--- src/hw/rtl/order_book_snapshot_table_top_macros.svh ---
// ---------------------------------------------------------------------------
// Assertion macros for the order book snapshot table
// Shared property forms used by the top level checks.
// ---------------------------------------------------------------------------
`ifndef ORDER_BOOK_SNAPSHOT_TABLE_TOP_MACROS_SVH
`define ORDER_BOOK_SNAPSHOT_TABLE_TOP_MACROS_SVH

// implication checked each clock outside reset
`define OBS_ASSERT_IMPL(label, clk, rst_n, ante, cons) \
    label: assert property (@(posedge clk) disable iff (!rst_n) (ante) |-> (cons)) \
        else $error("assertion failed");

// next-cycle implication checked each clock outside reset
`define OBS_ASSERT_NEXT(label, clk, rst_n, ante, cons) \
    label: assert property (@(posedge clk) disable iff (!rst_n) (ante) |=> (cons)) \
        else $error("assertion failed");

`endif

--- src/hw/rtl/obst_pkg.sv ---
// ---------------------------------------------------------------------------
// Order book snapshot table package
// Types, codes and defaults shared by the front, queue and back parts.
// ---------------------------------------------------------------------------
package obst_pkg;

    localparam int NUM_TICKERS_DEF       = 8;
    localparam int ORDERS_PER_TICKER_DEF = 1024;

    localparam logic [2:0] MSG_STATUS = 3'd0;
    localparam logic [2:0] MSG_START  = 3'd1;
    localparam logic [2:0] MSG_CLEAR  = 3'd2;
    localparam logic [2:0] MSG_ORDER  = 3'd3;
    localparam logic [2:0] MSG_END    = 3'd4;

    localparam logic [1:0] UPD_ADD    = 2'd0;
    localparam logic [1:0] UPD_MODIFY = 2'd1;
    localparam logic [1:0] UPD_CANCEL = 2'd2;
    localparam logic [1:0] UPD_OTHER  = 2'd3;

    localparam logic [1:0] ST_OK       = 2'd0;
    localparam logic [1:0] ST_DUP      = 2'd1;
    localparam logic [1:0] ST_MISSING  = 2'd2;
    localparam logic [1:0] ST_SIDE     = 2'd3;

    typedef struct packed {
        logic        kind;
        logic [1:0]  update_type;
        logic [31:0] seq_num;
        logic [2:0]  ticker;
        logic [9:0]  order_id;
        logic        side;
        logic [31:0] price;
        logic [31:0] qty;
    } t_in_item;

    typedef struct packed {
        logic [2:0]  msg_type;
        logic [15:0] msg_seq;
        logic [2:0]  out_ticker;
        logic [31:0] id_or_last_seq;
        logic        out_side;
        logic [31:0] out_price;
        logic [31:0] out_qty;
        logic [1:0]  status;
        logic        seq_gap;
        logic        last_of_snapshot;
    } t_out_item;

    // classified command passed from front to back
    typedef struct packed {
        logic        tick;
        logic [1:0]  update_type;
        logic        in_range;
        logic [31:0] seq_num;
        logic        seq_gap;
        logic [2:0]  ticker;
        logic [9:0]  order_id;
        logic        side;
        logic [31:0] price;
        logic [31:0] qty;
    } t_cmd;

    typedef enum logic [2:0] {
        BK_IDLE,
        BK_READ,
        BK_UPD,
        BK_SCAN,
        BK_SCAN_RD,
        BK_CLEAR_PASS
    } t_bk_state;

    typedef enum logic [1:0] {
        PH_IDLE,
        PH_CLEAR,
        PH_ORDERS
    } t_walk_phase;

endpackage

--- src/hw/rtl/obst_front.sv ---
// ---------------------------------------------------------------------------
// Front part
// Accepts items, range checks them and flags sequence gaps.
// ---------------------------------------------------------------------------
module obst_front #(
    parameter int NUM_TICKERS       = obst_pkg::NUM_TICKERS_DEF,
    parameter int ORDERS_PER_TICKER = obst_pkg::ORDERS_PER_TICKER_DEF
) (
    input  logic              i_clk,
    input  logic              i_rst_n,
    input  logic              i_start,
    input  obst_pkg::t_in_item i_item,
    input  logic              i_q_full,
    output logic              o_busy,
    output logic              o_push,
    output obst_pkg::t_cmd    o_cmd
);
    import obst_pkg::*;

    logic [31:0] r_last_seq;
    logic [31:0] n_last_seq;
    logic        w_take;

    assign o_busy = i_q_full;
    assign w_take = i_start && !i_q_full;
    assign o_push = w_take;

    always_comb begin
        o_cmd.tick        = i_item.kind;
        o_cmd.update_type = i_item.update_type;
        o_cmd.in_range    = (32'(i_item.ticker) < 32'(NUM_TICKERS))
                         && (32'(i_item.order_id) < 32'(ORDERS_PER_TICKER));
        o_cmd.seq_num     = i_item.seq_num;
        o_cmd.seq_gap     = (i_item.seq_num != r_last_seq + 32'd1);
        o_cmd.ticker      = i_item.ticker;
        o_cmd.order_id    = i_item.order_id;
        o_cmd.side        = i_item.side;
        o_cmd.price       = i_item.price;
        o_cmd.qty         = i_item.qty;
    end

    always_comb begin
        n_last_seq = r_last_seq;
        if (w_take && !i_item.kind) begin
            n_last_seq = i_item.seq_num;
        end
    end

    always_ff @(posedge i_clk) begin
        if (!i_rst_n) begin
            r_last_seq <= '0;
        end else begin
            r_last_seq <= n_last_seq;
        end
    end

endmodule

--- config.mk ---
export PLATFORM = sky130hd
export DESIGN_NAME = obst_front
export DESIGN_NICKNAME = d
export VERILOG_FILES = /design/src/hw/rtl/order_book_snapshot_table_top_macros.svh /design/src/hw/rtl/obst_pkg.sv /design/src/hw/rtl/obst_front.sv
export SDC_FILE = /design/constraint.sdc
export NUM_CORES = 1
export LEC_CHECK = 0
export BUFFER_PORTS_ARGS = -buffer_cell sky130_fd_sc_hd__clkbuf_2
export CORE_ASPECT_RATIO = 1.75
export CORE_MARGIN = 1
export CORE_UTILIZATION = 30
export CTS_CLUSTER_SIZE = 12
export DETAILED_ROUTE_END_ITERATION = 8
export GPL_TIMING_DRIVEN = 0
export HOLD_SLACK_MARGIN = 0.06
export PLACE_DENSITY_LB_ADDON = 0.12
export SLEW_MARGIN = 20
export SYNTH_ARGS = -nofsm -noshare
export SYNTH_HDL_FRONTEND = slang
export SYNTH_SLANG_ARGS = --single-unit
--- constraint.sdc ---
create_clock -name i_clk -period 4.6 [get_ports i_clk]
set_clock_uncertainty 0.2 [all_clocks]
set_input_delay 0.23 -clock i_clk [delete_from_list [all_inputs] [get_ports i_clk]]
set_output_delay 0.23 -clock i_clk [all_outputs]
set_load 0.05 [all_outputs]
Word-level counts from Yosys, hierarchy flattened
Cells that the tools add are included.
W data, S select, Z words.
{ "totals": {"input_bits": 117, "out_inout_bits": 117, "register_bits": 32} }
{ "classes": {"n_eq_ne": 1, "addsub": 1, "n_reduce_logical": 4} }
{ "op_table": {"columns": ["op", "count"], "rows": [
  ["$add A32 B1 Y32 const B", 1],
  ["$ne A32 B32 Y1", 1],
  ["$logic_and A1 B1 Y1", 2],
  ["$logic_not A1 Y1", 2]
]} }

Depth between registers and ports, before layout
{ "depth": {"word_depth": 3, "ltp_mapped": 8, "mapped_depth_nobuf": 8} }

Worst setup path before layout
No wires, ideal clock.
{ "synth_path": {"kind": "register to output", "from": "register r_last_seq[0]", "to": "output port o_cmd[78] (netlist name)", "path_stages_with_launch": 9, "path_slack_ns": 1.541, "n_path_buf": 0, "arrival_ns": 2.629, "t_required_ns": 4.170, "path_cell_list": "dfxtp_1 -> ha_1 -> nand3_1 -> nor2b_1 -> or4_1 -> a2111oi_2 -> o211ai_1 -> nor4_1 -> nand4_1"} }
{ "synth_lines": {"columns": ["element", "line_no", "text"], "rows": [
  ["start: declaration", "obst_front.sv:20", "logic [31:0] r_last_seq;"],
  ["start signal: assignment", "obst_front.sv:53", "r_last_seq <= n_last_seq;"],
  ["end: declaration", "obst_front.sv:16", "output obst_pkg::t_cmd o_cmd"]
]} }

==> out/metrics.cfg <==
[sta]
timing.hold.ws_ps=63.1
setup_tns_ps=0
setup_violations=0
relSlewSlack=0.635
fin_crit_sh=0.827
period_minus_slack_ps=3800
worst_pin_slew_ps=548
max_freq_ghz=0.263
slew_viol_final=0
hold_viol_final=0
rsz0062_at_grt=false

[grt]
met1_usage=0.149
grt_pass1_vias=2956
grt_start_max_net_pins=11
met3_usage=0.0244
overflow=0
antenna_found_initial=0
grt_busiest_layer=met2
grtUsageTotal=0.164
grt_pass1_wl_microns=13900
met2_usage=0.341

[setup_path]
required_ps=4170
r2r-start=r_last_seq[19]$_SDFFE_PN0P_
endpoint_kind=primary output
cp-start-kind=flop
r2r-end=r_last_seq[19]$_SDFFE_PN0P_
worstPathArrival_ps=3370
startpoint=r_last_seq[0]$_SDFFE_PN0P_
worst_r2r_path_depth=3
r2r_slack_ps=3130
path_class=flop to primary output
cp-endpoint=o_cmd[78]
path_max_fanout=6

[final_layout]
area_delta_synth_final_pct=42.3
largest_reg_flops=32
antenna_cells=0
final_common_cell=clkbuf_2
drive_above_1_share=0.473
fillers=1070
final_cell_mix=clkbuf_2, buf_4, nand2_1, a21boi_0, dfxtp_1
reg_top3=r_last_seq x32
nNetsFinal=728
final_cell_area_sq_um=4530
max_flop_register=r_last_seq

[placement]
port_buffers=152
place.gp.congestion=0.808
hpwl_microns=7700
post_dp_cell_area_sq_um=4100

[drt]
drc_errors=0
vias=3318
avgViaCountPerCell=4.50
drtIter0Drc=93
antenna_left=0
first_pass_iters=4
drt_wl_total_microns=9410
wl_per_cell_microns=12.8

[die]
std_cell_rows=49
die_w_microns=79.9
fp.coreArea_sq_um=10300
start_util=0.309
ios=234
die_h_microns=138
dieArea_sq_um=11000

[logic_synthesis]
synth_top_cell_by_area=buf_4
synth_area_per_cell_sq_um=7.53
synth_cell_types=46
ys.flop_type=dfxtp_1
synth_edf_count=0
synth_seq_cells=32
ys_seq_area_frac=0.201
synth.net_count=541
ys.warnings.count=0
synth_area_leaders=buf_4, dfxtp_1, nand2_1
synth_top_area_frac=0.271
synth-async-reset-ratio=0
synth_area_sq_um=3180
synthesis.instances=423

[cts]
post_cts_buffers=0
path_clk_slew_ps=50
ctsHtreeMaxLevel=2
tritoncts=built
clock_latency_ps=280
clk_path_buf_depth=2
cts_buffers=5
clkSinkCount=32
cts_root_buffer=clkbuf_16

[outcome]
status=complete, no violations

[pwr]
worst_ir_drop_vdd_mv=0.198
powerDensity_nw_per_um2=238
leakage_nw=2.11
fin_total_pwr_mw=1.08

[min_path]
hp-class=primary input to flop

[job]
maxCapViolations=0

-- power by group --
group / switching [mW] / leakage (nW) / internal, mW
sequential: 0.0116 / 0.260 / 0.287
combinational: 0.285 / 1.78 / 0.158
clock: 0.121 / 0.0712 / 0.216
-- stage by stage --
step | setup slack (ps) | instances | util
final | 796 | 738 | 0.440
after global routing | 658 | 738 | 0.440
after global placement | 1080 | 702 | 0.398
after floorplan | 1540 | 423 | -
after CTS | 763 | 738 | 0.440
after detailed placement | 1070 | 702 | 0.398
-- worst min path at each step --
stage	start	end	slack, ps	cells after the start
after floorplan	i_item[97]	r_last_seq[19]$_SDFFE_PN0P_	170	2
after CTS	i_item[87]	r_last_seq[9]$_SDFFE_PN0P_	60	3
after global routing	i_item[87]	r_last_seq[9]$_SDFFE_PN0P_	100	3
after global placement	r_last_seq[31]$_SDFFE_PN0P_	r_last_seq[31]$_SDFFE_PN0P_	270	2
final	i_item[87]	r_last_seq[9]$_SDFFE_PN0P_	60	3
after detailed placement	r_last_seq[31]$_SDFFE_PN0P_	r_last_seq[31]$_SDFFE_PN0P_	280	2
-- Yosys cell counts, types with 2 or more instances --
cell,n
a2111oi_2,2
a21boi_0,32
a21oi_1,3
a31oi_1,6
and3_1,2
buf_2,4
buf_4,115
clkbuf_1,11
dfxtp_1,32
inv_1,3
mux2_2,2
mux2i_1,4
nand2_1,80
nand2b_1,5
nand3_1,14
nand4_1,5
nand4_2,2
nor2_1,12
nor2b_1,3
nor3_1,7
nor4_1,8
o211ai_1,4
o21ai_0,3
o31ai_1,2
or3_1,2
or4_1,2
or4b_2,2
xnor2_1,25
xor2_1,14
-- worst max-delay path, stage by stage, from the launching register on --
cell and delay, ps:
dfxtp_1 470, ha_1 270, nand3_1 250, nor2b_1 220, or4_1 530, a2111oi_2 300
o211ai_1 140, nor4_1 450, nand4_1 180, clkbuf_2 280
-- repair_timing --
item                      in CTS  in global routing
hold buffers                  28                  0
hold endpoints to repair      27                  0
resized for setup              0                  0
-- layout make-up --
class	count	area, sq um	share of cell area
Sequential cell	32	641	0.141
Clock buffer	8	146	0.0323
Timing Repair Buffer	180	1040	0.230
Buffer	130	925	0.204
Tap cell	127	159	0.0351
Inverter	3	11.3	0.00249
Multi-Input combinational cell	258	1610	0.355
-- logic make-up after synthesis --
group	share of synthesized area
AND/OR/NAND/NOR	0.231
buffers and inverters	0.294
AO/OA/AOI/OAI	0.141
XOR/XNOR	0.107
flip-flops	0.201
multiplexers	0.0196
adder cells (fa/ha/maj)	0.00393
other	0.00118
-- layer usage --
| metal | vias to the layer above | share of wire |
|---|---|---|
| met5 | - | 0 |
| met4 | 0 | 0.020 |
| met3 | 11 | 0.070 |
| met2 | 167 | 0.57 |
| li1 | 1684 | - |
| met1 | 1456 | 0.34 |
No activity file was read; power rests on OpenSTA's default activity.
