## src/hw/rtl/order_book_snapshot_table_top_macros.svh

```systemverilog
// ---------------------------------------------------------------------------
// Assertion macros for the order book snapshot table
// Shared property forms used by the top level checks.
// ---------------------------------------------------------------------------
`ifndef ORDER_BOOK_SNAPSHOT_TABLE_TOP_MACROS_SVH
`define ORDER_BOOK_SNAPSHOT_TABLE_TOP_MACROS_SVH

// implication checked each clock outside reset
`define OBS_ASSERT_IMPL(label, clk, rst_n, ante, cons) \
    label: assert property (@(posedge clk) disable iff (!rst_n) (ante) |-> (cons)) \
        else $error("assertion failed");

// next-cycle implication checked each clock outside reset
`define OBS_ASSERT_NEXT(label, clk, rst_n, ante, cons) \
    label: assert property (@(posedge clk) disable iff (!rst_n) (ante) |=> (cons)) \
        else $error("assertion failed");

`endif

```

## src/hw/rtl/obst_pkg.sv

```systemverilog
// ---------------------------------------------------------------------------
// Order book snapshot table package
// Types, codes and defaults shared by the front, queue and back parts.
// ---------------------------------------------------------------------------
package obst_pkg;

    localparam int NUM_TICKERS_DEF       = 8;
    localparam int ORDERS_PER_TICKER_DEF = 1024;

    localparam logic [2:0] MSG_STATUS = 3'd0;
    localparam logic [2:0] MSG_START  = 3'd1;
    localparam logic [2:0] MSG_CLEAR  = 3'd2;
    localparam logic [2:0] MSG_ORDER  = 3'd3;
    localparam logic [2:0] MSG_END    = 3'd4;

    localparam logic [1:0] UPD_ADD    = 2'd0;
    localparam logic [1:0] UPD_MODIFY = 2'd1;
    localparam logic [1:0] UPD_CANCEL = 2'd2;
    localparam logic [1:0] UPD_OTHER  = 2'd3;

    localparam logic [1:0] ST_OK       = 2'd0;
    localparam logic [1:0] ST_DUP      = 2'd1;
    localparam logic [1:0] ST_MISSING  = 2'd2;
    localparam logic [1:0] ST_SIDE     = 2'd3;

    typedef struct packed {
        logic        kind;
        logic [1:0]  update_type;
        logic [31:0] seq_num;
        logic [2:0]  ticker;
        logic [9:0]  order_id;
        logic        side;
        logic [31:0] price;
        logic [31:0] qty;
    } t_in_item;

    typedef struct packed {
        logic [2:0]  msg_type;
        logic [15:0] msg_seq;
        logic [2:0]  out_ticker;
        logic [31:0] id_or_last_seq;
        logic        out_side;
        logic [31:0] out_price;
        logic [31:0] out_qty;
        logic [1:0]  status;
        logic        seq_gap;
        logic        last_of_snapshot;
    } t_out_item;

    // classified command passed from front to back
    typedef struct packed {
        logic        tick;
        logic [1:0]  update_type;
        logic        in_range;
        logic [31:0] seq_num;
        logic        seq_gap;
        logic [2:0]  ticker;
        logic [9:0]  order_id;
        logic        side;
        logic [31:0] price;
        logic [31:0] qty;
    } t_cmd;

    typedef enum logic [2:0] {
        BK_IDLE,
        BK_READ,
        BK_UPD,
        BK_SCAN,
        BK_SCAN_RD,
        BK_CLEAR_PASS
    } t_bk_state;

    typedef enum logic [1:0] {
        PH_IDLE,
        PH_CLEAR,
        PH_ORDERS
    } t_walk_phase;

endpackage

```

## src/hw/rtl/obst_queue.sv

```systemverilog
// ---------------------------------------------------------------------------
// Command queue
// Two-entry queue between the front and back parts.
// ---------------------------------------------------------------------------
module obst_queue (
    input  logic           i_clk,
    input  logic           i_rst_n,
    input  logic           i_push,
    input  obst_pkg::t_cmd i_cmd,
    input  logic           i_pop,
    output logic           o_full,
    output logic           o_empty,
    output obst_pkg::t_cmd o_cmd
);
    import obst_pkg::*;

    t_cmd       r_mem [2];
    logic       r_wp;
    logic       r_rp;
    logic [1:0] r_cnt;

    assign o_full  = (r_cnt == 2'd2);
    assign o_empty = (r_cnt == 2'd0);
    assign o_cmd   = r_mem[r_rp];

    always_ff @(posedge i_clk) begin
        if (i_push) begin
            r_mem[r_wp] <= i_cmd;
        end
    end

    always_ff @(posedge i_clk) begin
        if (!i_rst_n) begin
            r_wp  <= 1'b0;
            r_rp  <= 1'b0;
            r_cnt <= 2'd0;
        end else begin
            if (i_push) begin
                r_wp <= ~r_wp;
            end
            if (i_pop) begin
                r_rp <= ~r_rp;
            end
            r_cnt <= r_cnt + 2'(i_push) - 2'(i_pop);
        end
    end

endmodule

```

## config.mk

```make
export PLATFORM = sky130hd
export DESIGN_NAME = obst_queue
export DESIGN_NICKNAME = d
export VERILOG_FILES = /design/src/hw/rtl/order_book_snapshot_table_top_macros.svh /design/src/hw/rtl/obst_pkg.sv /design/src/hw/rtl/obst_queue.sv
export SDC_FILE = /design/constraint.sdc
export NUM_CORES = 1
export LEC_CHECK = 0
export BUFFER_PORTS_ARGS = -buffer_cell sky130_fd_sc_hd__clkbuf_2
export CORE_MARGIN = 10
export CORE_UTILIZATION = 30
export DETAILED_ROUTE_END_ITERATION = 8
export GPL_TIMING_DRIVEN = 0
export MAX_ROUTING_LAYER = met4
export PLACE_DENSITY = 0.48
export REMOVE_ABC_BUFFERS = 1
export SLEW_MARGIN = 15
export SYNTH_ARGS = -nofsm -noshare
export SYNTH_HDL_FRONTEND = slang
export SYNTH_SLANG_ARGS = --single-unit
export TNS_END_PERCENT = 100
```

## constraint.sdc

```tcl
create_clock -name i_clk -period 16.4 [get_ports i_clk]
set_input_delay 2.46 -clock i_clk [delete_from_list [all_inputs] [get_ports i_clk]]
set_output_delay 2.46 -clock i_clk [all_outputs]
set_load 0.005 [all_outputs]
```

Word level (Yosys, flattened, before mapping)
Memories as Yosys holds them, arrays and structs flattened. A register that Yosys moved wholly into a read port is not among the register bits.
Cells that the tools add are included.
- memory bits (writable): 230
- bits in latches: 0
- logic and storage cells: 14
- ROM bits: 0
- output and inout port bits: 117
- register bits: 4
- memories kept: 1
- input bits: 119
- memory list (memory ; depth ; bits a word ; rd ports ; clocked after memory_dff ; write ports ; line ; source):
    r_mem ; 2 ; 115 ; 1 ; 1 ; 1 ; obst_queue.sv:17 ; t_cmd r_mem [2];
- divide/modulo/power cells: 0
- reductions and logical operators: 1
- muxes and demuxes: 4
- $lt $le $gt $ge: 0
- shifts and indexed selects: 0
- $add $sub $neg: 2
- equality and inequality tests: 1
- bitwise operators: 2
- $mul: 0
- operator list (kind ; count):
    2-to-1 mux 1 bit ; 4
    adder 2 x 1 -> 2 bit ; 1
    equality test 2 bit (second input constant) ; 1
    zero test 2 bit ; 1
    inverter 1 bit ; 2
    subtractor 2 x 1 -> 2 bit ; 1

Longest topological paths before layout
Gate-level depths: netlist of run 1.
- depth after elaboration: 3
- depth in mapped cells: 6
- mapped depth without buffers: 6

Least setup slack after synthesis of run 1
OpenSTA, ideal clock, no wires.
- path kind: in2reg
- start: in i_push
- end: mem r_mem[0][0] in the netlist's numbering (enable)
- library setup time: 604 ps
- path buffers: 0
- arrival: 7484 ps
- path slack: 8312 ps
- stages: 1
- cell sequence: nor2b_1
- cells in the longest elaborated chain, start to end: 2
- RTL lines (item ; line ; source):
    start, declared ; obst_queue.sv:8 ; input logic i_push,
    2-to-1 mux 1 bit ; obst_queue.sv:27 ; if (i_push) begin
    2-to-1 mux 1 bit (not written as such) ; obst_queue.sv:28 ; r_mem[r_wp] <= i_cmd;
    end, declared ; obst_queue.sv:17 ;
No other way between the ends.

==> results of run 1 <==
report_power, final:
group | switching (W) | total, W | internal [W]
logic | 0.0000626 | 0.000139 | 0.0000768
clock network | 0.000216 | 0.000528 | 0.000312
registers | 0.0000114 | 0.000706 | 0.000695
registers in the layout, indices dropped and copies added, names as in the netlist, named ones only:
name	count
r_cnt	2
r_wp	1
r_rp	1
r_mem	230
kinds of logic after synthesis:
group / after synthesis
buf+inv: 15
simple gates: 9
flops: 235
mux: 115
compound gates: 1
fa+ha+maj: 2
xor+xnor: 2
metal layers:
| metal | wire length (um) | GRT usage (%) | up-vias |
|---|---|---|---|
| li1 | - | - | 2029 |
| met1 | 7370 | 11.2 | 2141 |
| met2 | 9440 | 16.9 | 152 |
| met3 | 1650 | 4.08 | 26 |
| met4 | 406 | 2.67 | 0 |
| met5 | 0 | - | - |
cell type report:
cell class	instances	area share [%]
Sequential cell	235	62.2
Multi-Input combinational cell	129	14.3
Timing Repair Buffer	243	12.2
Clock buffer	31	6.13
Tap cell	384	4.26
Clock inverter	13	0.766
Inverter	2	0.0666
Antenna cell	3	0.0666
synthesized netlist by cell type:
cell | instances | area (um^2)
mux2_2 | 65 | 732
dfxtp_1 | 5 | 100
buf_6 | 7 | 78.8
xnor3_1 | 1 | 22.5
nor2_1 | 1 | 3.75
mux2_4 | 50 | 751
buf_2 | 6 | 30.0
nor2b_1 | 4 | 25.0
inv_1 | 2 | 7.51
o21a_1 | 1 | 7.51
ha_1 | 2 | 25.0
xor2_1 | 1 | 8.76
and2_1 | 4 | 25.0
edfxtp_1 | 230 | 6910
stage by stage:
stage | setup slack (ns) | instances | total power, W | util, %
final | 11.83 | 1040 | 0.00137 | 39.3
after global routing | 11.68 | 1039 | 0.00144 | 39.2
after CTS | 11.73 | 1037 | 0.00140 | 39.2
after detailed placement | 12.21 | 993 | 0.000864 | 36.5
after global placement | 5.16 | 985 | 0.000871 | 35.8
after floorplan | 8.31 | 366 | 0.000798 | -
critical path, stage by stage, from the launching register on:
cell and delay [ns]:
dfxtp_4 0.71, buf_16 0.33, mux2_2 0.38, clkbuf_2 0.13
worst max-delay path by stage:
stage,slack [ns],start,end
floorplan,8.31,i_push,r_mem[0][0]
global placement,5.16,i_push,r_mem[0][102]
detailed placement,12.21,i_push,r_mem[0][40]
CTS,11.73,flip-flop,o_cmd[53]
global route,11.68,flip-flop,o_cmd[53]
finish,11.83,flip-flop,o_cmd[57]
==> PnR_summary.wiki, run 1 <==
{| class="wikitable"
! Metric !! Value
|-
| Result of the run || finished, final reports clean
|-
| Vias || 4348
|-
| Slack of the worst reg-to-reg path || 14.53 ns
|-
| TritonRoute pass-1 iters || 4
|-
| Max-cap violations || 0
|-
| CP Capture Type || output pin
|-
| Max-slew violation count || 0
|-
| Top-level I/O count || 236
|-
| Hold violation count in the final report || 0
|-
| Cell count of the worst reg-to-reg path || 3
|-
| Worst hold-check slack || 0.591 ns
|-
| Number of global-route vias before repair || 4937
|-
| Clk sink count || 235
|-
| Class of the worst hold path || reg2reg
|-
| Xor/xnor share of the synthesized area || 0.359%
|-
| Synthesized flop and latch total || 235
|-
| First-pass GRT wire length || 28100 um
|-
| Final Instance Area || 11300 um^2
|-
| Arr. time, crit path || 2.11 ns
|-
| Yosys synthesis warning count || 0
|-
| IO Port Bufs || 235
|-
| CP startpoint kind || flip-flop
|-
| Die span in y || 191 um
|-
| Slew at the pin closest to its max-slew limit || 0.832 ns
|-
| Syn Inst Count || 379
|-
| Synthesis-to-layout area growth || 29.2%
|-
| Full die area || 36300 um^2
|-
| Summed negative setup slack over all endpoints || 0 ns
|-
| Number of fill cells || 2697
|-
| Antenna violations before repair || 2
|-
| Global placement routability congestion || 0.711
|-
| Combined area of all synthesized cells || 8720 um^2
|-
| Fraction of final layout cells sized beyond drive strength 1 || 60.3%
|-
| Worst-path clk slew || 0.06 ns
|-
| Detailed Route WL || 18900 um
|-
| Starting density of the core || 30.4%
|-
| Leak || 4.33 nW
|-
| Placed wire-length estimate after detailed placement || 13600 um
|-
| TritonCTS clock tree || built
|-
| Largest net degree at the start of global routing || 56
|-
| DRC violation count after routing || 0
|-
| Simple-gate share of the synthesized area || 0.617%
|-
| Fin crit period || 4.57 ns
|-
| P per Cell Area || 122 nW/um^2
|-
| CTS H-tree depth || 1
|-
| Peak supply drop || 0.0690 mV
|-
| Flip-flop and latch area || 7010 um^2
|-
| Post-synthesis cell type count || 14
|-
| Complex-gate fraction of the synthesized area || 0.0861%
|-
| Post-cts sizing count || 0
|-
| Final net count || 758
|-
| Hold buffer count at CTS || 0
|-
| Max-slew headroom at the worst pin || 44.4%
|-
| Floorplan Core Area || 28700 um^2
|-
| Startpoint of the tightest hold check path || r_rp
|-
| DRC violation total after the first TritonRoute iteration || 125
|-
| CTS Buf Count || 26
|-
| Avg Inst Size Synth || 23.0 um^2
|-
| Combinational family with the most area after synthesis || multiplexers
|-
| Max Root-Sink Buffers || 3
|-
| Clock latency on the worst-skew pair || 0.52 ns
|-
| Routed via count divided by cell count || 4.18
|-
| Worst hold path stage count || 2
|-
| Post-CTS setup-driven buffer insertion count || 0
|-
| Ratio of final minimum period to clock period || 27.9%
|-
| Critical path peak fanout || 45
|-
| Share of the yosys chip area belonging to registers || 80.3%
|-
| Final routed wire length divided by cell count || 18.1 um
|-
| Worst R2R End || r_mem[0][64]
|-
| Unrepaired setup endpoints after global routing || no
|-
| Startpoint-to-endpoint class of the critical path || reg2out
|-
| Area of the multi-input gates || 1610 um^2
|-
| Die Width || 191 um
|-
| Total global routing overflow || 0
|-
| Post-Synth Adder-Cell Area || 0.287%
|-
| Critical Path RT || 13.94 ns
|-
| Final Setup Violations || 0
|-
| Startpoint of the most critical register-to-register path || r_wp
|-
| Floorplan row count || 62
|-
| Global-route usage over all layers || 10.2%
|-
| Post-route antenna net violation count || 0
|-
| Multiplexer fraction of the synthesized cell area || 17.0%
|-
| Highest clock rate || 0.219 GHz
|-
| Most common library cell in the layout ignoring fill and taps || clkbuf_2
|-
| Placement-stage cell area || 10500 um^2
|-
| Worst clock skew || 0.00846 ns
|-
| Most frequent cells in the layout || clkbuf_2 (235), edfxtp_1 (230), mux2_2 (65)
|-
| Clk root buf || clkbuf_16
|}
No activity file was read; power rests on OpenSTA's default activity.
==> run 2, diff against run 1 <==
--- a/config.mk
+++ b/config.mk
@@ -11,7 +11,7 @@
 export DETAILED_ROUTE_END_ITERATION = 8
 export GPL_TIMING_DRIVEN = 0
 export MAX_ROUTING_LAYER = met4
-export PLACE_DENSITY = 0.48
+export PLACE_DENSITY = 0.49
 export REMOVE_ABC_BUFFERS = 1
 export SLEW_MARGIN = 15
 export SYNTH_ARGS = -nofsm -noshare
==> constraint.sdc (replaced) <==
create_clock -name i_clk -period 4.1 [get_ports i_clk]
set_input_delay 0.615 -clock i_clk [delete_from_list [all_inputs] [get_ports i_clk]]
set_output_delay 0.615 -clock i_clk [all_outputs]
set_load 0.005 [all_outputs]
==> PnR_summary.wiki, run 2 (same netlist as run 1, synthesis figures left out) <==
{| class="wikitable"
! Metric !! Value
|-
| Result of the run || finished, final reports clean
|-
| Slew at the pin closest to its max-slew limit || 0.632 ns
|-
| Register containing the most flip-flops in the final layout || r_mem
|-
| Worst setup slack after layout || 1.34 ns
|-
| Starting density of the core || 30.4%
|-
| Top flop regs || r_mem: 230 flops, r_cnt: 2 flops
|-
| Max-slew headroom at the worst pin || 57.9%
|-
| Max FFs per register || 230
|-
| Max-slew violation count || 0
|-
| Detailed Route WL || 19000 um
|-
| Net switching share of the total power || 20.8%
|-
| Startpoint-to-endpoint class of the critical path || reg2out
|-
| DRC violation count after routing || 0
|-
| CTS H-tree depth || 1
|-
| Placement-stage cell area || 10500 um^2
|-
| Reg power frac || 49.3%
|-
| Most frequent cells in the layout || clkbuf_2 (235), edfxtp_1 (230), mux2_2 (65)
|-
| Global placement routability congestion || 0.689
|-
| Crit-path cells || buf_16 > mux2_2 > clkbuf_2
|-
| TritonRoute pass-1 iters || 4
|-
| Leak || 4.39 nW
|-
| Worst R2R End || r_mem[0][68]
|-
| Total placed cells including tap cells || 994
|-
| Floorplan Core Area || 28700 um^2
|-
| Slowest Stage Delay on Critical Path || 0.75 ns
|-
| Tot Pwr || 0.00573 W
|-
| Final net count || 760
|-
| Final routed wire length divided by cell count || 18.2 um
|-
| Die span in y || 191 um
|-
| Antenna violations before repair || 1
|-
| Synthesis-to-layout area growth || 30.5%
|-
| Top-level I/O count || 236
|-
| DRC violation total after the first TritonRoute iteration || 183
|-
| Die Width || 191 um
|-
| Ratio of final minimum period to clock period || 67.4%
|-
| Global Route met1 Usage || 11.0%
|-
| P per Cell Area || 504 nW/um^2
|-
| Startpoint of the most critical register-to-register path || r_wp
|-
| Critical Path RT || 3.48 ns
|-
| Peak supply drop || 0.313 mV
|-
| Number of fill cells || 2688
|-
| Most common library cell in the layout ignoring fill and taps || clkbuf_2
|-
| Routing usage on met3 || 3.68%
|-
| Critical path peak fanout || 44
|-
| Full die area || 36300 um^2
|-
| Post-CTS setup-driven buffer insertion count || 0
|-
| Final Setup Violations || 0
|-
| Hold violation count in the final report || 0
|-
| Cell Count, Final, Fillers Out || 1043
|-
| Logic pwr share || 9.8%
|-
| Final Instance Area || 11400 um^2
|-
| Switching pwr || 0.00119 W
|-
| Number of global-route vias before repair || 4928
|-
| Cell count of the worst reg-to-reg path || 4
|-
| Vias || 4358
|-
| Worst clock skew || 0.0111 ns
|-
| Class of the worst hold path || in2reg
|-
| Routed via count divided by cell count || 4.18
|-
| Busiest layer in global routing || met2
|-
| Largest net degree at the start of global routing || 57
|-
| CP max-delay cell || dfxtp_4
|-
| Worst hold path stage count || 1
|-
| TritonCTS clock tree || built
|-
| Setup slack after placement || 1.82 ns
|-
| CP startpoint kind || flip-flop
|-
| Global-route usage over all layers || 10.3%
|-
| Max-cap violations || 0
|-
| Arr. time, crit path || 2.15 ns
|-
| Total global routing overflow || 0
|-
| Clk root buf || clkbuf_16
|-
| Clock network fraction of total power || 41.0%
|-
| Worst Hold Endpoint || r_mem[1][100]
|-
| Worst-path clk slew || 0.06 ns
|-
| Fin crit period || 2.76 ns
|-
| Hold buffer count at CTS || 0
|-
| Clock latency on the worst-skew pair || 0.52 ns
|-
| Cell Int Power || 0.00454 W
|-
| Placed wire-length estimate after detailed placement || 13700 um
|-
| Global-route met2 utilization || 17.7%
|-
| Highest clock rate || 0.362 GHz
|-
| IO Port Bufs || 235
|-
| CTS Buf Count || 27
|-
| Unrepaired setup endpoints after global routing || no
|-
| Post-route antenna net violation count || 0
|-
| Max Root-Sink Buffers || 3
|-
| Floorplan row count || 62
|-
| Fraction of final layout cells sized beyond drive strength 1 || 60.8%
|-
| Slack of the worst reg-to-reg path || 2.48 ns
|-
| Startpoint of the tightest hold check path || i_cmd[100]
|-
| First-pass GRT wire length || 28400 um
|-
| Post-cts sizing count || 0
|-
| CP Capture Type || output pin
|-
| Clk sink count || 235
|}
==> run 2: layer usage <==
layer,wire [um],up-vias
li1,-,2027
met1,7310,2161
met2,9720,144
met3,1480,26
met4,485,0
met5,0,-
==> run 2: layout make-up <==
cell class	instances	area, um^2	share of cell area, %
clock buffer	33	698	6.13
multi-input combinational	129	1610	14.1
inverter	2	7.51	0.0660
antenna	1	2.50	0.0220
timing repair buffer	244	1390	12.2
tap	384	480	4.22
sequential	235	7010	61.6
clock inverter	15	178	1.56
==> run 2: critical path: cells and delay by family (launching register included) <==
| family | cells | cell delay [ns] |
|---|---|---|
| flops | 1 | 0.75 |
| buf+inv | 2 | 0.43 |
| mux | 1 | 0.38 |
==> run 2: power by group through the flow <==
stage | registers (W) | logic, W | clock network [W]
after floorplan | 0.00290 | 0.000286 | 0
after global placement | 0.00294 | 0.000547 | 0
after detailed placement | 0.00288 | 0.000578 | 0
after CTS | 0.00283 | 0.000581 | 0.00244
after global routing | 0.00284 | 0.000614 | 0.00253
final | 0.00283 | 0.000560 | 0.00235
==> run 2: how the worst max path moves through the flow <==
stage | slack [ns] | cells after the start | to | start
after floorplan | -2.14 | 1 | r_mem[0][0] | i_push
after global placement | -5.27 | 2 | r_mem[0][17] | i_push
after detailed placement | 1.82 | 3 | o_cmd[22] | flip-flop
after CTS | 1.24 | 3 | o_cmd[22] | flip-flop
after global routing | 1.20 | 3 | o_cmd[38] | flip-flop
final | 1.34 | 3 | o_cmd[114] | flip-flop
==> run 2: per-stage QoR <==
step	hold WS (ns)	utilization, %	setup TNS, ns
after floorplan	0.555	-	-307.48
after global placement	0.567	35.8	-1009.74
after detailed placement	0.581	36.6	0
after CTS	0.244	39.6	0
after global routing	0.251	39.7	0
final	0.279	39.7	0
==> run 3, diff against run 2 <==
--- a/config.mk
+++ b/config.mk
@@ -5,13 +5,14 @@
 export SDC_FILE = /design/constraint.sdc
 export NUM_CORES = 1
 export LEC_CHECK = 0
+export ABC_AREA = 1
 export BUFFER_PORTS_ARGS = -buffer_cell sky130_fd_sc_hd__clkbuf_2
 export CORE_MARGIN = 10
 export CORE_UTILIZATION = 30
 export DETAILED_ROUTE_END_ITERATION = 8
 export GPL_TIMING_DRIVEN = 0
 export MAX_ROUTING_LAYER = met4
-export PLACE_DENSITY = 0.49
+export PLACE_DENSITY = 0.48
 export REMOVE_ABC_BUFFERS = 1
 export SLEW_MARGIN = 15
 export SYNTH_ARGS = -nofsm -noshare
==> constraint.sdc (replaced) <==
create_clock -name i_clk -period 2.84 [get_ports i_clk]
set_input_delay 0.426 -clock i_clk [delete_from_list [all_inputs] [get_ports i_clk]]
set_output_delay 0.426 -clock i_clk [all_outputs]
set_load 0.005 [all_outputs]
==> PnR_summary.wiki, run 3 <==
{| class="wikitable"
! Metric !! Value
|-
| Result of the run || finished, final reports clean
|-
| Post-CTS setup-driven buffer insertion count || 0
|-
| Floorplan Core Area || 28700 um^2
|-
| Peak supply drop || 0.487 mV
|-
| Critical path peak fanout || 44
|-
| Global-route usage over all layers || 10.3%
|-
| Avg Inst Size Synth || 22.3 um^2
|-
| Total global routing overflow || 0
|-
| Ratio of final minimum period to clock period || 94.3%
|-
| Die Width || 191 um
|-
| Combined area of all synthesized cells || 8720 um^2
|-
| Routed via count divided by cell count || 4.21
|-
| Clock latency on the worst-skew pair || 0.51 ns
|-
| Register containing the most flip-flops in the final layout || r_mem
|-
| Share of the yosys chip area belonging to registers || 80.3%
|-
| Worst clock skew || 0.00324 ns
|-
| Final net count || 769
|-
| Placed wire-length estimate after detailed placement || 13500 um
|-
| Top flop regs || r_mem: 230 flops, r_cnt: 2 flops
|-
| IO Port Bufs || 235
|-
| Synthesized flop and latch total || 235
|-
| Synthesis-to-layout area growth || 29.0%
|-
| Biggest area consumer among synthesized cells || edfxtp_1
|-
| Critical Path RT || 2.41 ns
|-
| Crit-path cells || buf_16 > mux2_2 > clkbuf_2
|-
| Largest net degree at the start of global routing || 60
|-
| DRC violation total after the first TritonRoute iteration || 145
|-
| TritonCTS clock tree || built
|-
| CTS H-tree depth || 1
|-
| Most common library cell in the layout ignoring fill and taps || clkbuf_2
|-
| Leading cell types by count after synthesis || edfxtp_1 (230), mux2_2 (65), mux2_4 (50)
|-
| Max FFs per register || 230
|-
| Cell count of the worst reg-to-reg path || 3
|-
| Startpoint-to-endpoint class of the critical path || reg2out
|-
| CP max-delay cell || dfxtp_4
|-
| Max-cap violations || 0
|-
| DRC violation count after routing || 0
|-
| TritonRoute pass-1 iters || 4
|-
| Final routed wire length divided by cell count || 18.2 um
|-
| Post-cts sizing count || 0
|-
| Yosys synthesis warning count || 0
|-
| Share of the synthesized area in the top cell type || 79.2%
|-
| Worst Hold Endpoint || r_mem[0][64]
|-
| Number of enable flip-flop cells after synthesis || 230
|-
| Final Setup Violations || 0
|-
| Most instantiated library cell after synthesis || edfxtp_1
|-
| Max-slew headroom at the worst pin || 50.5%
|-
| CTS Buf Count || 26
|-
| Max-slew violation count || 0
|-
| Post-synthesis cell type count || 12
|-
| Synth top area cells || edfxtp_1 (79%), mux2_4 (8.6%), mux2_2 (8.4%)
|-
| Fin crit period || 2.68 ns
|-
| Top-level I/O count || 236
|-
| Worst hold-check slack || 0.0998 ns
|-
| Most frequent cells in the layout || clkbuf_2 (235), edfxtp_1 (230), mux2_2 (65)
|-
| Worst hold path stage count || 1
|-
| Summed negative setup slack over all endpoints || 0 ns
|-
| Slew at the pin closest to its max-slew limit || 0.740 ns
|-
| P per Cell Area || 706 nW/um^2
|-
| Ant. Diodes || 0
|-
| Leak || 4.35 nW
|-
| Global placement routability congestion || 0.678
|-
| Starting density of the core || 30.4%
|-
| Syn Inst Count || 391
|-
| Vias || 4409
|-
| Arr. time, crit path || 2.25 ns
|-
| Die span in y || 191 um
|-
| Slowest Stage Delay on Critical Path || 0.82 ns
|-
| First-pass GRT wire length || 28700 um
|-
| Worst-path clk slew || 0.06 ns
|-
| Clk sink count || 235
|-
| Highest clock rate || 0.374 GHz
|-
| CP Capture Type || output pin
|-
| Startpoint of the tightest hold check path || i_cmd[64]
|-
| Most instantiated flip-flop cell in the synthesis netlist || edfxtp_1
|-
| Slack of the worst reg-to-reg path || 1.08 ns
|-
| Worst R2R End || r_mem[0][57]
|-
| Post-route antenna net violation count || 0
|-
| Clk root buf || clkbuf_16
|-
| Hold violation count in the final report || 0
|-
| Antenna violations before repair || 0
|-
| Unrepaired setup endpoints after global routing || no
|-
| Hold buffer count at CTS || 0
|-
| Startpoint of the most critical register-to-register path || r_wp
|-
| Detailed Route WL || 19000 um
|-
| Floorplan row count || 62
|-
| Fraction of synthesis flops using an asynchronous set or reset pin || 0%
|-
| CP startpoint kind || flip-flop
|-
| Full die area || 36300 um^2
|-
| Max Root-Sink Buffers || 3
|-
| Number of global-route vias before repair || 4931
|-
| Class of the worst hold path || in2reg
|-
| Fraction of final layout cells sized beyond drive strength 1 || 59.3%
|}
run 3: cell types whose count changed in the layout (fill, tap and decap cells not counted), sizes merged, moves of 2 or more:
| cell | delta |
|---|---|
| nor2b | -4 |
| clkbuf | -2 |
| nand2 | +8 |
| bufinv | -2 |
| nor2 | +8 |
| buf | -2 |
| inv | +4 |
| and2 | -4 |
run 3: worst max path at each step:
stage | end | slack (ns) | depth (start not counted)
6_report | o_cmd[51] | 0.16 | 3
5_1_grt | o_cmd[51] | 0.02 | 3
4_1_cts | o_cmd[51] | 0.09 | 3
3_5_place_dp | o_cmd[56] | 0.66 | 3
3_3_place_gp | r_mem[0][45] | -6.01 | 3
2_1_floorplan | r_mem[0][0] | -3.03 | 2
run 3: through the flow:
stage	utilization (%)	instances	power [W]	setup WS, ns	area (um^2)
finish	39.2	1048	0.00795	0.163	11300
global route	39.2	1048	0.00829	0.0228	11300
CTS	39.2	1048	0.00810	0.0949	11300
detailed placement	36.4	1004	0.00489	0.660	10500
global placement	35.8	997	0.00492	-6.01	10300
floorplan	-	378	0.00454	-3.03	8610
run 3: worst max-delay path: cells and delay by family, from the launching register on:
kind     cells  cell delay, ns
flops        1            0.82
buf+inv      2            0.47
mux          1            0.38
run 3: power by group:
group          switching (W)  internal (W)
Clock                0.00126       0.00189
Sequential         0.0000637       0.00402
Combinational       0.000333      0.000377
Total                0.00166       0.00629
run 3: cells by family (layout without fill, tap and decap cells):
kind of cell,after synthesis,count (layout),share of synthesized area [%]
adder cells (fa/ha/maj),2,2,0.287
AO/OA/AOI/OAI,1,1,0.0573
AND/OR/NAND/NOR,18,18,0.789
flip-flops,235,235,80.3
buffers and inverters,20,293,1.55
multiplexers,115,115,17.0
run 3: area by class of cell:
class | instances | area, um^2
Multi-Input combinational cell | 136 | 1590
Tap cell | 384 | 480
Sequential cell | 235 | 7010
Clock inverter | 13 | 110
Timing Repair Buffer | 242 | 1340
Clock buffer | 31 | 691
Fill cell | 2690 | 17500
Inverter | 7 | 31.3
run 3: metal layers:
metal	GRT usage [%]	vias to the layer above	part of all wire [%]
met5	-	-	0
met4	2.63	0	2.2
met3	4.04	26	8.8
met2	17.2	152	50
met1	11.4	2184	39
li1	-	2047	-
